`config.mk`:
```
export PLATFORM = sky130hd
export DESIGN_NAME = lfpd_queue
export DESIGN_NICKNAME = d
export VERILOG_FILES = /design/src/rtl/core/lfpd_pkg.sv /design/src/rtl/core/lfpd_queue.sv
export SDC_FILE = /design/constraint.sdc
export NUM_CORES = 1
export LEC_CHECK = 0
export BUFFER_PORTS_ARGS = -buffer_cell sky130_fd_sc_hd__buf_2
export CELL_PAD_IN_SITES_DETAIL_PLACEMENT = 1
export CELL_PAD_IN_SITES_GLOBAL_PLACEMENT = 1
export CORE_UTILIZATION = 45
export CTS_CLUSTER_SIZE = 14
export DETAILED_ROUTE_END_ITERATION = 8
export HOLD_SLACK_MARGIN = 0.02
export PLACE_DENSITY_LB_ADDON = 0.1
export SYNTH_ARGS = -nofsm -noshare
export SYNTH_HDL_FRONTEND = slang
export SYNTH_SLANG_ARGS = --single-unit
export TNS_END_PERCENT = 1
```
`constraint.sdc`:
```
create_clock -name clk -period 3.7 [get_ports clk]
set_input_delay 0.555 -clock clk [delete_from_list [all_inputs] [get_ports clk]]
set_output_delay 0.555 -clock clk [all_outputs]
set_load 0.02 [all_outputs]
```
`src/rtl/core/lfpd_pkg.sv`:
```
// lfpd_pkg: shared types, widths and register codes for the line follower PID drive.
// No dependencies; imported by every other file of the block.
`default_nettype none

package lfpd_pkg;

  localparam int SAMPLE_W     = 12;
  localparam int GAIN_W       = 24;
  localparam int SPEED_CAP_W  = 23;
  localparam int SPEED_W      = 24;
  localparam int SUM_W        = 32;
  localparam int ERR_W        = 2;
  localparam int DERR_W       = 3;
  localparam int CFG_IDX_W    = 3;
  localparam int CFG_DATA_W   = 24;
  localparam int PROD_W       = GAIN_W + 1 + SUM_W;  // signed gain_i_step * error sum
  localparam int PD_W         = GAIN_W + 3;          // p and d terms together
  localparam int TERM_W       = PROD_W + 1;

  localparam int LFPD_QUEUE_DEPTH = 4;

  localparam logic [SAMPLE_W-1:0]    RST_LINE_THRESHOLD = 12'd300;
  localparam logic [GAIN_W-1:0]      RST_GAIN_P         = 24'd52429;
  localparam logic [GAIN_W-1:0]      RST_GAIN_I_STEP    = 24'd0;
  localparam logic [GAIN_W-1:0]      RST_GAIN_D_STEP    = 24'd102;
  localparam logic [SPEED_CAP_W-1:0] RST_SPEED_CAP      = 23'd411566;

  localparam logic signed [SUM_W-1:0] SUM_MAX = 32'sh7FFF_FFFF;
  localparam logic signed [SUM_W-1:0] SUM_MIN = 32'sh8000_0000;

  typedef enum logic [CFG_IDX_W-1:0] {
    CFG_LINE_THRESHOLD = 3'd0,
    CFG_GAIN_P         = 3'd1,
    CFG_GAIN_I_STEP    = 3'd2,
    CFG_GAIN_D_STEP    = 3'd3,
    CFG_SPEED_CAP      = 3'd4
  } lfpd_cfg_idx_t;

  typedef struct packed {
    logic [SAMPLE_W-1:0] left_sample;
    logic [SAMPLE_W-1:0] center_sample;
    logic [SAMPLE_W-1:0] right_sample;
  } lfpd_in_t;

  typedef struct packed {
    logic signed [ERR_W-1:0]   line_error;
    logic                      line_lost;
    logic signed [SPEED_W-1:0] left_spd;
    logic signed [SPEED_W-1:0] right_spd;
  } lfpd_out_t;

  // classified item handed from front to back
  typedef struct packed {
    logic signed [ERR_W-1:0]  err;
    logic                     lost;
    logic signed [SUM_W-1:0]  sum;
    logic signed [DERR_W-1:0] derr;
  } lfpd_cmd_t;

  typedef struct packed {
    logic [GAIN_W-1:0]      gain_p;
    logic [GAIN_W-1:0]      gain_i_step;
    logic [GAIN_W-1:0]      gain_d_step;
    logic [SPEED_CAP_W-1:0] speed_cap;
  } lfpd_gains_t;

endpackage

`default_nettype wire

```
`src/rtl/core/lfpd_queue.sv`:
```
// lfpd_queue: short FIFO of classified items between front and back.
// Depends on lfpd_pkg for the entry type.
`default_nettype none

module lfpd_queue #(
  parameter int DEPTH = lfpd_pkg::LFPD_QUEUE_DEPTH
) (
  input  logic                clk,
  input  logic                rst_n,
  input  logic                push,
  input  lfpd_pkg::lfpd_cmd_t push_data,
  output logic                full,
  input  logic                pop,
  output lfpd_pkg::lfpd_cmd_t pop_data,
  output logic                empty
);
  import lfpd_pkg::*;

  localparam int PTR_W = (DEPTH > 1) ? $clog2(DEPTH) : 1;
  localparam int CNT_W = $clog2(DEPTH + 1);
  localparam logic [PTR_W-1:0] LAST_PTR = PTR_W'(DEPTH - 1);
  localparam logic [CNT_W-1:0] FULL_CNT = CNT_W'(DEPTH);

  lfpd_cmd_t        mem_r [DEPTH];
  logic [PTR_W-1:0] wr_ptr_r, rd_ptr_r;
  logic [CNT_W-1:0] cnt_r;
  logic             do_push, do_pop;

  assign full     = cnt_r == FULL_CNT;
  assign empty    = cnt_r == '0;
  assign do_push  = push && !full;
  assign do_pop   = pop && !empty;
  assign pop_data = mem_r[rd_ptr_r];

  always_ff @(posedge clk) begin
    if (do_push) begin
      mem_r[wr_ptr_r] <= push_data;
    end
  end

  always_ff @(posedge clk) begin
    if (!rst_n) begin
      wr_ptr_r <= '0;
      rd_ptr_r <= '0;
      cnt_r    <= '0;
    end else begin
      if (do_push) begin
        wr_ptr_r <= (wr_ptr_r == LAST_PTR) ? '0 : wr_ptr_r + 1'b1;
      end
      if (do_pop) begin
        rd_ptr_r <= (rd_ptr_r == LAST_PTR) ? '0 : rd_ptr_r + 1'b1;
      end
      if (do_push && !do_pop) begin
        cnt_r <= cnt_r + 1'b1;
      end else if (do_pop && !do_push) begin
        cnt_r <= cnt_r - 1'b1;
      end
    end
  end

endmodule

`default_nettype wire

```
==> insert_results.sql <==
INSERT INTO impl_metrics (metric_group, metric, value, unit) VALUES
('clock_tree', 'post_cts.resized_instances', '0', ''),
('setup_path', 'largest_stage_delay_on_the_critical_path', '0.70', 'ns'),
('grt', 'grtUsageTotal', '16.6', '%'),
('clock_tree', 'cts-buffers-inserted', '17', ''),
('clock_tree', 'cts_tree', 'done', ''),
('place', 'post-dp-hpwl', '6.38', 'mm'),
('clock_tree', 'clk-insertion-delay-late', '0.42', 'ns'),
('cells_and_area', 'antenna_cells', '0', ''),
('setup_path', 'data_required_time_of_the_worst_path', '3.14', 'ns'),
('routing', 'wire_per_inst', '19.8', 'um'),
('clock_tree', 'cts-htree-levels', '4', ''),
('sta', 'finalCritPeriodShare', '73.5', '%'),
('yosys', 'async_flop_share', '0', '%'),
('clock_tree', 'ctsHoldBuffers', '0', ''),
('setup_path', 'cp_max_fo', '24', ''),
('yosys', 'syn_nets', '298', ''),
('sta', 'timing.fmax', '368', 'MHz'),
('cells_and_area', 'layout-drive-gt1-share', '44.3', '%'),
('grt', 'grt_pass1_wl', '15.6', 'mm'),
('floorplanning', 'floorplan.initialDensity', '46.8', '%'),
('sta', 'fin_setup_tns', '0', 'ns'),
('setup_path', 'worstPathArrival', '2.16', 'ns'),
('routing', 'post-route-drc-count', '0', ''),
('power', 'vdd.ir_drop.worst', '360', 'uV'),
('power', 'static-leakage-power', '2.46', 'nW'),
('floorplanning', 'io_pins', '82', ''),
('floorplanning', 'die-height', '117', 'um'),
('grt', 'first_global_vias', '2874', ''),
('place', 'placed_cell_area', '6580', 'um^2'),
('yosys', 'mappedNetlistArea', '5980', 'um^2'),
('clock_tree', 'cts-root-buf', 'clkbuf_16', ''),
('yosys', 'synth_enable_flop_cells', '152', ''),
('routing', 'vias', '2735', ''),
('cells_and_area', 'finish.net_count', '393', ''),
('yosys', 'synth_cell_type_count', '25', ''),
('setup_path', 'crit_family', 'flip-flops', ''),
('floorplanning', 'die_width', '117', 'um'),
('place', 'final_weighted_congestion_in_routability_driven_placement', '0.689', ''),
('routing', 'final_antenna_net_count', '0', ''),
('sta', 'grt_setup_unrepaired', 'false', ''),
('sta', 'fin_crit', '2.72', 'ns'),
('routing', 'drt-total-wl', '10.5', 'mm'),
('clock_tree', 'cts_buffer_depth', '2', ''),
('floorplanning', 'die_area', '13700', 'um^2'),
('run', 'cap_violations', '0', ''),
('yosys', 'ys_seq_area_share', '79.4', '%'),
('routing', 'drt_pre_antenna_iters', '4', ''),
('setup_path', 'crit_path_top_delay_cell', 'dfxtp_2', ''),
('yosys', 'yosys_register_bits', '161', ''),
('hold_path', 'worstHoldPathType', 'in -> reg', ''),
('grt', 'overflow', '0', ''),
('cells_and_area', 'syn2layout_area_growth', '20.2', '%'),
('sta', 'relSlewSlack', '30.0', '%'),
('sta', 'report.final.setup_viol', '0', ''),
('clock_tree', 'cts.sinks', '161', ''),
('grt', 'grt_antenna_before_repair', '0', ''),
('sta', 'finalHoldViolCount', '0', ''),
('run_status', 'outcome', 'finished clean', ''),
('setup_path', 'setup.worst_path.start_class', 'flip-flop', ''),
('clock_tree', 'clkSlewWorstSetupHoldPaths', '0.06', 'ns'),
('sta', 'worst-slew-pin-transition', '1.05', 'ns'),
('routing', 'drt_first_iter_violations', '152', ''),
('yosys', 'synth_warnings', '0', ''),
('setup_path', 'path_buf_inv', '2', ''),
('grt', 'maximum_number_of_pins_on_one_net_before_global_route_repair', '39', ''),
('sta', 'slew_violations', '0', ''),
('cells_and_area', 'final_area', '7180', 'um^2'),
('clock_tree', 'cts_setup_buffers', '0', ''),
('setup_path', 'timing.critical_path.to_type', 'output pin', ''),
('floorplanning', 'row_count', '41', ''),
('setup_path', 'path_class', 'reg -> out', ''),
('yosys', 'yosys_most_used_dff', 'edfxtp_1', ''),
('floorplanning', 'placeableCoreArea', '12800', 'um^2'),
('sta', 'worst_skew', '0.00371', 'ns'),
('yosys', 'syn-instance-count', '249', ''),
('setup_path', 'cp_cell_sequence', 'buf_12, mux4_2, buf_2', ''),
('place', 'numPortBuffers', '81', ''),
('yosys', 'syn-mean-instance-area', '24.0', 'um^2'),
('power', 'power_density', '736', 'nW/um^2'),
('routing', 'drt-vias-per-instance', '5.17', '');
[layout make-up]
cell class	count	area (um^2)
Fill cell	1113	5590
Tap cell	172	215
Clock buffer	19	433
Timing Repair Buffer	86	468
Inverter	3	11.3
Multi-Input combinational cell	75	1140
Sequential cell	161	4750
Clock inverter	13	168
[cells in the final DEF (no fill, tap or decap), types with 4 or more instances in the layout]
cell type	n
clkinv_2	4
bufinv_16	4
mux4_2	38
edfxtp_1	152
nand2_1	6
ha_1	6
and2_2	4
buf_2	81
clkbuf_16	17
dfxtp_1	7
[state kept, by name, indices dropped and copies added (netlist names), named ones only]
signal and flops:
cnt_r 3, rd_ptr_r 2, wr_ptr_r 2, mem_r 152
[report_power, final]
group          internal (W)  total (W)  switching, W
combinational      0.000526    0.00117      0.000641
clock               0.00112    0.00177      0.000649
sequential          0.00222    0.00236      0.000136
[kinds of logic (layout without fill, tap and decap cells)]
logic type	Yosys count	after routing	share of synthesized area, %
buffers and inverters	13	121	1.63
adder cells (fa/ha/maj)	7	7	1.59
flip-flops	161	161	79.4
multiplexers	41	41	14.8
AND/OR/NAND/NOR	20	20	1.80
XOR/XNOR	2	2	0.293
AO/OA/AOI/OAI	5	5	0.502
[synthesized netlist by cell type (all sizes together) (2+ instances only)]
cell type / instances / area share, %
and2: 5 / 0.52
o21ai: 3 / 0.25
nor2b: 2 / 0.21
dfxtp: 9 / 3.0
inv: 3 / 0.19
nand2: 6 / 0.38
edfxtp: 152 / 76
mux4: 38 / 14
mux2i: 3 / 0.50
nand3: 2 / 0.17
clkbuf: 2 / 0.13
buf: 8 / 1.3
nor2: 2 / 0.13
ha: 6 / 1.3
[worst paths after layout]
| path | start | depth (start not counted) | endpoint | slack [ns] |
|---|---|---|---|---|
| setup reg to reg | cnt_r[0] | 7 | cnt_r[2] | 1.23 |
| hold reg to reg | wr_ptr_r[1] | 2 | wr_ptr_r[1] | 0.50 |
| setup / recovery | flip-flop | 3 | pop_data[9] | 0.98 |
| hold / removal | push_data[23] | 1 | mem_r[1][23] | 0.35 |
[routing by layer]
layer  GRT usage [%]  vias to the layer above  share of wire, %
met5               0                        -                 0
met2            27.8                       65                52
met3            4.74                       17               4.4
met4            8.10                        0               1.6
met1            19.9                     1427                42
li1                -                     1226                 -
[metrics by stage]
step           std cells  hold WS, ns  setup slack, ns  total power, W  util [%]
2_1_floorplan        249        0.468             1.53         0.00322         -
3_3_place_gp         497        0.502             1.26         0.00358      51.5
3_5_place_dp         497        0.503             1.12         0.00360      51.5
4_1_cts              529        0.329            0.880         0.00537      56.2
5_1_grt              529        0.329            0.825         0.00551      56.2
6_report             529        0.346            0.980         0.00529      56.2
Note: power is estimated with default switching activity, not from simulation.
