File: config.mk
export PLATFORM = sky130hd
export DESIGN_NAME = lfpd_front_flat
export DESIGN_NICKNAME = d
export VERILOG_FILES = /design/src/rtl/core/lfpd_pkg.sv /design/src/rtl/core/lfpd_if.sv /design/src/rtl/core/lfpd_front.sv /design/src/flat_wrapper.sv
export SDC_FILE = /design/constraint.sdc
export NUM_CORES = 1
export LEC_CHECK = 0
export ABC_CLOCK_PERIOD_IN_PS = 5100
export BUFFER_PORTS_ARGS = -buffer_cell sky130_fd_sc_hd__buf_4
export CAP_MARGIN = 25
export CELL_PAD_IN_SITES_DETAIL_PLACEMENT = 0
export CELL_PAD_IN_SITES_GLOBAL_PLACEMENT = 1
export CORE_ASPECT_RATIO = 1.75
export CORE_MARGIN = 1.5
export CORE_UTILIZATION = 30
export CTS_BUF_LIST = sky130_fd_sc_hd__clkbuf_16
export DETAILED_ROUTE_END_ITERATION = 16
export PLACE_DENSITY_LB_ADDON = 0.1
export SLEW_MARGIN = 5
export SYNTH_ARGS = -nofsm -noshare
export SYNTH_HDL_FRONTEND = slang
export SYNTH_SLANG_ARGS = --single-unit
File: constraint.sdc
create_clock -name clk -period 5.1 [get_ports clk]
set_clock_uncertainty 0.05 [all_clocks]
set_input_delay 0 -clock clk [delete_from_list [all_inputs] [get_ports clk]]
set_output_delay 0 -clock clk [all_outputs]
set_load 0.01 [all_outputs]
File: src/rtl/core/lfpd_pkg.sv
// lfpd_pkg: shared types, widths and register codes for the line follower PID drive.
// No dependencies; imported by every other file of the block.
`default_nettype none

package lfpd_pkg;

  localparam int SAMPLE_W     = 12;
  localparam int GAIN_W       = 24;
  localparam int SPEED_CAP_W  = 23;
  localparam int SPEED_W      = 24;
  localparam int SUM_W        = 32;
  localparam int ERR_W        = 2;
  localparam int DERR_W       = 3;
  localparam int CFG_IDX_W    = 3;
  localparam int CFG_DATA_W   = 24;
  localparam int PROD_W       = GAIN_W + 1 + SUM_W;  // signed gain_i_step * error sum
  localparam int PD_W         = GAIN_W + 3;          // p and d terms together
  localparam int TERM_W       = PROD_W + 1;

  localparam int LFPD_QUEUE_DEPTH = 4;

  localparam logic [SAMPLE_W-1:0]    RST_LINE_THRESHOLD = 12'd300;
  localparam logic [GAIN_W-1:0]      RST_GAIN_P         = 24'd52429;
  localparam logic [GAIN_W-1:0]      RST_GAIN_I_STEP    = 24'd0;
  localparam logic [GAIN_W-1:0]      RST_GAIN_D_STEP    = 24'd102;
  localparam logic [SPEED_CAP_W-1:0] RST_SPEED_CAP      = 23'd411566;

  localparam logic signed [SUM_W-1:0] SUM_MAX = 32'sh7FFF_FFFF;
  localparam logic signed [SUM_W-1:0] SUM_MIN = 32'sh8000_0000;

  typedef enum logic [CFG_IDX_W-1:0] {
    CFG_LINE_THRESHOLD = 3'd0,
    CFG_GAIN_P         = 3'd1,
    CFG_GAIN_I_STEP    = 3'd2,
    CFG_GAIN_D_STEP    = 3'd3,
    CFG_SPEED_CAP      = 3'd4
  } lfpd_cfg_idx_t;

  typedef struct packed {
    logic [SAMPLE_W-1:0] left_sample;
    logic [SAMPLE_W-1:0] center_sample;
    logic [SAMPLE_W-1:0] right_sample;
  } lfpd_in_t;

  typedef struct packed {
    logic signed [ERR_W-1:0]   line_error;
    logic                      line_lost;
    logic signed [SPEED_W-1:0] left_spd;
    logic signed [SPEED_W-1:0] right_spd;
  } lfpd_out_t;

  // classified item handed from front to back
  typedef struct packed {
    logic signed [ERR_W-1:0]  err;
    logic                     lost;
    logic signed [SUM_W-1:0]  sum;
    logic signed [DERR_W-1:0] derr;
  } lfpd_cmd_t;

  typedef struct packed {
    logic [GAIN_W-1:0]      gain_p;
    logic [GAIN_W-1:0]      gain_i_step;
    logic [GAIN_W-1:0]      gain_d_step;
    logic [SPEED_CAP_W-1:0] speed_cap;
  } lfpd_gains_t;

endpackage

`default_nettype wire

File: src/rtl/core/lfpd_if.sv
// lfpd_if: valid/ready channel interfaces for sensor items and drive items.
// Depends on lfpd_pkg for the payload types.
`default_nettype none

interface lfpd_in_if;
  import lfpd_pkg::*;
  logic     valid;
  logic     ready;
  lfpd_in_t data;
  modport source (output valid, output data, input ready);
  modport sink   (input valid, input data, output ready);
endinterface


`default_nettype wire

File: src/rtl/core/lfpd_front.sv
// lfpd_front: accepts sensor items, classifies the line error, keeps the error
// sum and last error. Depends on lfpd_pkg and lfpd_if.
`default_nettype none

module lfpd_front (
  input  logic                          clk,
  input  logic                          rst_n,
  lfpd_in_if.sink                       in_ch,
  input  logic [lfpd_pkg::SAMPLE_W-1:0] threshold,
  input  logic                          q_full,
  output logic                          q_push,
  output lfpd_pkg::lfpd_cmd_t           q_data
);
  import lfpd_pkg::*;

  logic signed [ERR_W-1:0] last_err_r, last_err_nxt;
  logic signed [SUM_W-1:0] err_sum_r, err_sum_nxt;
  logic signed [SUM_W:0]   sum_wide;
  logic                    l_hit, c_hit, r_hit, lost;
  logic signed [ERR_W-1:0] err;

  assign in_ch.ready = !q_full;
  assign q_push      = in_ch.valid && !q_full;

  always_comb begin
    c_hit = in_ch.data.center_sample < threshold;
    l_hit = in_ch.data.left_sample < threshold;
    r_hit = in_ch.data.right_sample < threshold;
    lost  = 1'b0;
    if (c_hit) begin
      err = 2'sd0;
    end else if (l_hit) begin
      err = -2'sd1;
    end else if (r_hit) begin
      err = 2'sd1;
    end else begin
      err  = last_err_r;
      lost = 1'b1;
    end
    sum_wide = (SUM_W+1)'(err_sum_r) + (SUM_W+1)'(err);
    if (sum_wide[SUM_W] != sum_wide[SUM_W-1]) begin
      err_sum_nxt = sum_wide[SUM_W] ? SUM_MIN : SUM_MAX;
    end else begin
      err_sum_nxt = sum_wide[SUM_W-1:0];
    end
    last_err_nxt = err;
  end

  assign q_data.err  = err;
  assign q_data.lost = lost;
  assign q_data.sum  = err_sum_nxt;
  assign q_data.derr = DERR_W'(err) - DERR_W'(last_err_r);

  always_ff @(posedge clk) begin
    if (!rst_n) begin
      last_err_r <= '0;
      err_sum_r  <= '0;
    end else if (q_push) begin
      last_err_r <= last_err_nxt;
      err_sum_r  <= err_sum_nxt;
    end
  end

endmodule

`default_nettype wire

File: src/flat_wrapper.sv
// flat-port wrapper written by rule: the top's interface ports become plain ports
module lfpd_front_flat import lfpd_pkg::*;
  (clk, rst_n, threshold, q_full, q_push, q_data, in_ch_valid, in_ch_data, in_ch_ready);
  lfpd_in_if in_ch_i ();
  input  logic clk;
  input  logic rst_n;
  input  logic [lfpd_pkg::SAMPLE_W-1:0] threshold;
  input  logic q_full;
  output logic q_push;
  output lfpd_pkg::lfpd_cmd_t q_data;
  input wire logic [$bits(in_ch_i.valid)-1:0] in_ch_valid;
  input wire logic [$bits(in_ch_i.data)-1:0] in_ch_data;
  output wire logic [$bits(in_ch_i.ready)-1:0] in_ch_ready;
  assign in_ch_i.valid = in_ch_valid;
  assign in_ch_i.data = in_ch_data;
  assign in_ch_ready = in_ch_i.ready;
  lfpd_front u_core (.clk(clk), .rst_n(rst_n), .in_ch(in_ch_i), .threshold(threshold), .q_full(q_full), .q_push(q_push), .q_data(q_data));
endmodule
==> summary.txt <==
Run status
  • Outcome: complete, no violations

Global routing
  • Total grt overflow: 0
  • Global-route wire length before repair: 23.0 mm
  • Vias in the first global route: 4,846
  • Largest net degree at the start of global routing: 33
  • Global Route Usage Sum: 20.2%
  • Initial antenna violation count: 0

Yosys
  • Post-synth net total: 681
  • Cells after Synth: 560
  • Number of synthesized register bits: 34
  • Synth area leaders: ha_1 (20%), dfxtp_1 (16%), a21oi_1 (8.4%), nand2_1 (7.5%), o21ai_0 (6.9%)
  • Synth Warn #: 0
  • Post-Synthesis Cell Area: around 4100 µm²
  • Post-Syn Area per Cell: 7.38 µm²
  • Ys flop type: dfxtp_1
  • Post-synth EDFFs: 0
  • Synth area leader: ha_1
  • Register area share after synthesis: 16.5%
  • Area share of the largest cell type after synthesis: 20.0%
  • FFs w/ async S/R, synth: 0%
  • Yosys cell types: 55

Clock tree
  • Htree depth: 2
  • CTS tree: yes
  • Total CTS buffers: 5
  • Num Clock Sinks: 34
  • Maximum clock path buffer count: 2
  • Setup repair bufs after CTS: 0
  • Hold_buf cts: 0
  • Root Buffer: clkbuf_16
  • Clock latency on the worst-skew pair: 290 ps
  • Clk slew on worst S/H paths: 60 ps

Power
  • Switching Power: 618 µW
  • Pleak: 2.83 nW
  • Combinational share of power: between 50% and 60%
  • Internal: 944 µW
  • Net Sw Frac: 39.6%
  • Power Density: 277 nW/µm²
  • Clk pwr share: a little under a quarter
  • Sequential fraction of design power: 19.3%
  • Design Power: 1.56 mW
  • Max VDD drop: 0.124 mV

Place
  • Placed cell area: 5460 µm²
  • DP Wirelength: 11.8 mm
  • Routability cong.: 0.874
  • Dpl ws: around 14 ps
  • PortBufs: 91
  • Placed cell count: 867

Timing
  • Min Tclk post-route: 4760 ps
  • Peak Freq: approximately 210 MHz
  • Final worst-path cycle share: between 90 and 100%
  • Final Max Tran Viols: 0
  • RSZ-0062 raised after global routing: no
  • Count of final hold-check violations: 0
  • Setup ws final: 336 ps
  • Setup violations, final: 0
  • Max-slew headroom: 54.7%
  • Final setup TNS: 0 ps
  • Hold_ws: roughly 95 ps
  • Worst Tran Pin Value: 662 ps

Job
  • Number of max-cap violations: 0

Critical path
  • WP data required: 5050 ps
  • Nature of the critical path startpoint: primary input
  • Crit path capture: q_data[30]
  • Critical path class: in -> out
  • CP startpoint: threshold[5]
  • Critical path peak fanout: 27
  • Reg2Reg Launch Point: u_core.last_err_r[1]
  • R2r endpoint: u_core.err_sum_r[21]
  • CP Capture Type: output port
  • R2r setup slk: 1480 ps
  • Worst Path Arrival: about 4700 ps
  • Reg2reg path depth: 15

Finish
  • # diodes: 0
  • Multi-input gate area: 3250 µm²
  • Commonest cells after routing, fill and taps aside: buf_4 (149), nand2_1 (83), a21oi_1 (69), ha_1 (66), o21ai_0 (57)
  • Final Util: 41.9%
  • Most common cell after layout, fill and taps aside: buf_4
  • Area grow syn2layout: 36.4%
  • Share of layout cells above drive strength 1: around a quarter
  • Register area: 681 µm²
  • Design Area, Final: about 5600 µm²
  • # nets final: 821
  • Fillers: 1,457
  • Final instance count without filler cells: 875

Floorplan
  • Starting density of the core: between 30% and 40%
  • Num rows: 56
  • Num ports: 92
  • Die Area: between 10,000 and 15,000 µm²
  • Die width: 91.7 µm
  • Core ar.: 13,500 µm²
  • Height of the chip: 158 µm

Detailed routing
  • WL/cell: 16.3 µm
  • Vias per cell: between 5 and 6
  • Final ANT Viol Nets: 0
  • Routed via count: about 4,600
  • # DRC: 0
  • Post-Route WL: 14.2 mm
  • Initial DRC count: between 100 and 150
  • Drt pass-1 iters: 4

Hold path
  • HP Start: rst_n
  • Worst hold path class: in -> reg
## worst min path at each step
stage                           end  cells past startpoint
3_5_place_dp            in_ch_ready                      3
3_3_place_gp            in_ch_ready                      3
4_1_cts         u_core.err_sum_r[6]                      3
2_1_floorplan           in_ch_ready                      1
6_report       u_core.err_sum_r[18]                      3
5_1_grt        u_core.err_sum_r[19]                      3
## cell usage after synthesis, types with 4 or more instances
master     count
a2111oi_0      4
a211oi_1       9
a21o_1        15
a21oi_1       69
a21oi_2        6
a31oi_1        7
and2_1         5
and3_1         7
buf_2          7
buf_4          5
clkbuf_1       8
dfxtp_1       34
ha_1          66
inv_1         30
nand2_1       83
nand2b_1       6
nand3_1       12
nand4_1        7
nor2_1        24
nor2b_1        4
nor3_1         4
o211ai_1       8
o21a_1         7
o21ai_0       57
or2_2          4
xnor2_1       15
xor2_1         7
## metal layers
| metal | GRT usage [%] | up-vias | part of all wire (%) |
|---|---|---|---|
| met5 | 0 | - | 0 |
| li1 | - | 2330 | - |
| met1 | 18.2 | 2185 | 35 |
| met4 | 9.67 | 0 | 3.8 |
| met2 | 43.0 | 97 | 58 |
| met3 | 2.26 | 28 | 2.9 |
## worst max-delay path: stages
cell and delay (ps):
buf_4 110, inv_1 90, ha_1 250, a21o_1 180
a211oi_1 320, o21ai_0 160, o221a_2 250, o22ai_1 290
nor2_1 90, o21a_1 210, buf_12 180, ha_1 380
a21oi_2 200, o211ai_1 140, a21oi_1 210, a21oi_1 120
or4_1 580, buf_4 190, xor2_1 140, buf_4 190
nand4_1 200, nand2_1 120, buf_4 120
## registers in the layout, indices dropped and copies added, names as in the netlist
register / cells
u_core.err_sum_r: 32
u_core.last_err_r: 2
## power groups by stage
stage                     combinational, mW  clock (mW)  sequential [mW]
after global placement                0.905           0            0.308
final                                 0.902       0.359            0.301
after global routing                   1.01       0.376            0.304
after CTS                             0.914       0.368            0.301
after floorplan                       0.504           0            0.302
after detailed placement              0.909           0            0.307
## area by class of cell
class	instances	share of cell area, %
Timing Repair Buffer	153	21.4
Clock buffer	5	2.22
Clock inverter	3	0.711
Sequential cell	34	12.1
Tap cell	174	3.86
Inverter	30	2.00
Multi-Input combinational cell	476	57.7
## logic make-up after synthesis
| family | after synthesis | share of synthesized area, % |
|---|---|---|
| adders and majority gates | 69 | 21.4 |
| and+or+nand+nor | 169 | 19.3 |
| buffers and inverters | 50 | 5.21 |
| xor gates and xnor gates | 22 | 4.66 |
| AOI/OAI and AO/OA | 213 | 31.9 |
| muxes | 3 | 1.03 |
| DFF | 34 | 16.5 |
## timing repair
action,in CTS,in global routing
gates resized for setup,1,2
endpoints found under the hold margin,0,0
gates cloned,0,0
endpoints found under the setup margin,3,31
Note: power is estimated with default switching activity, not from simulation.
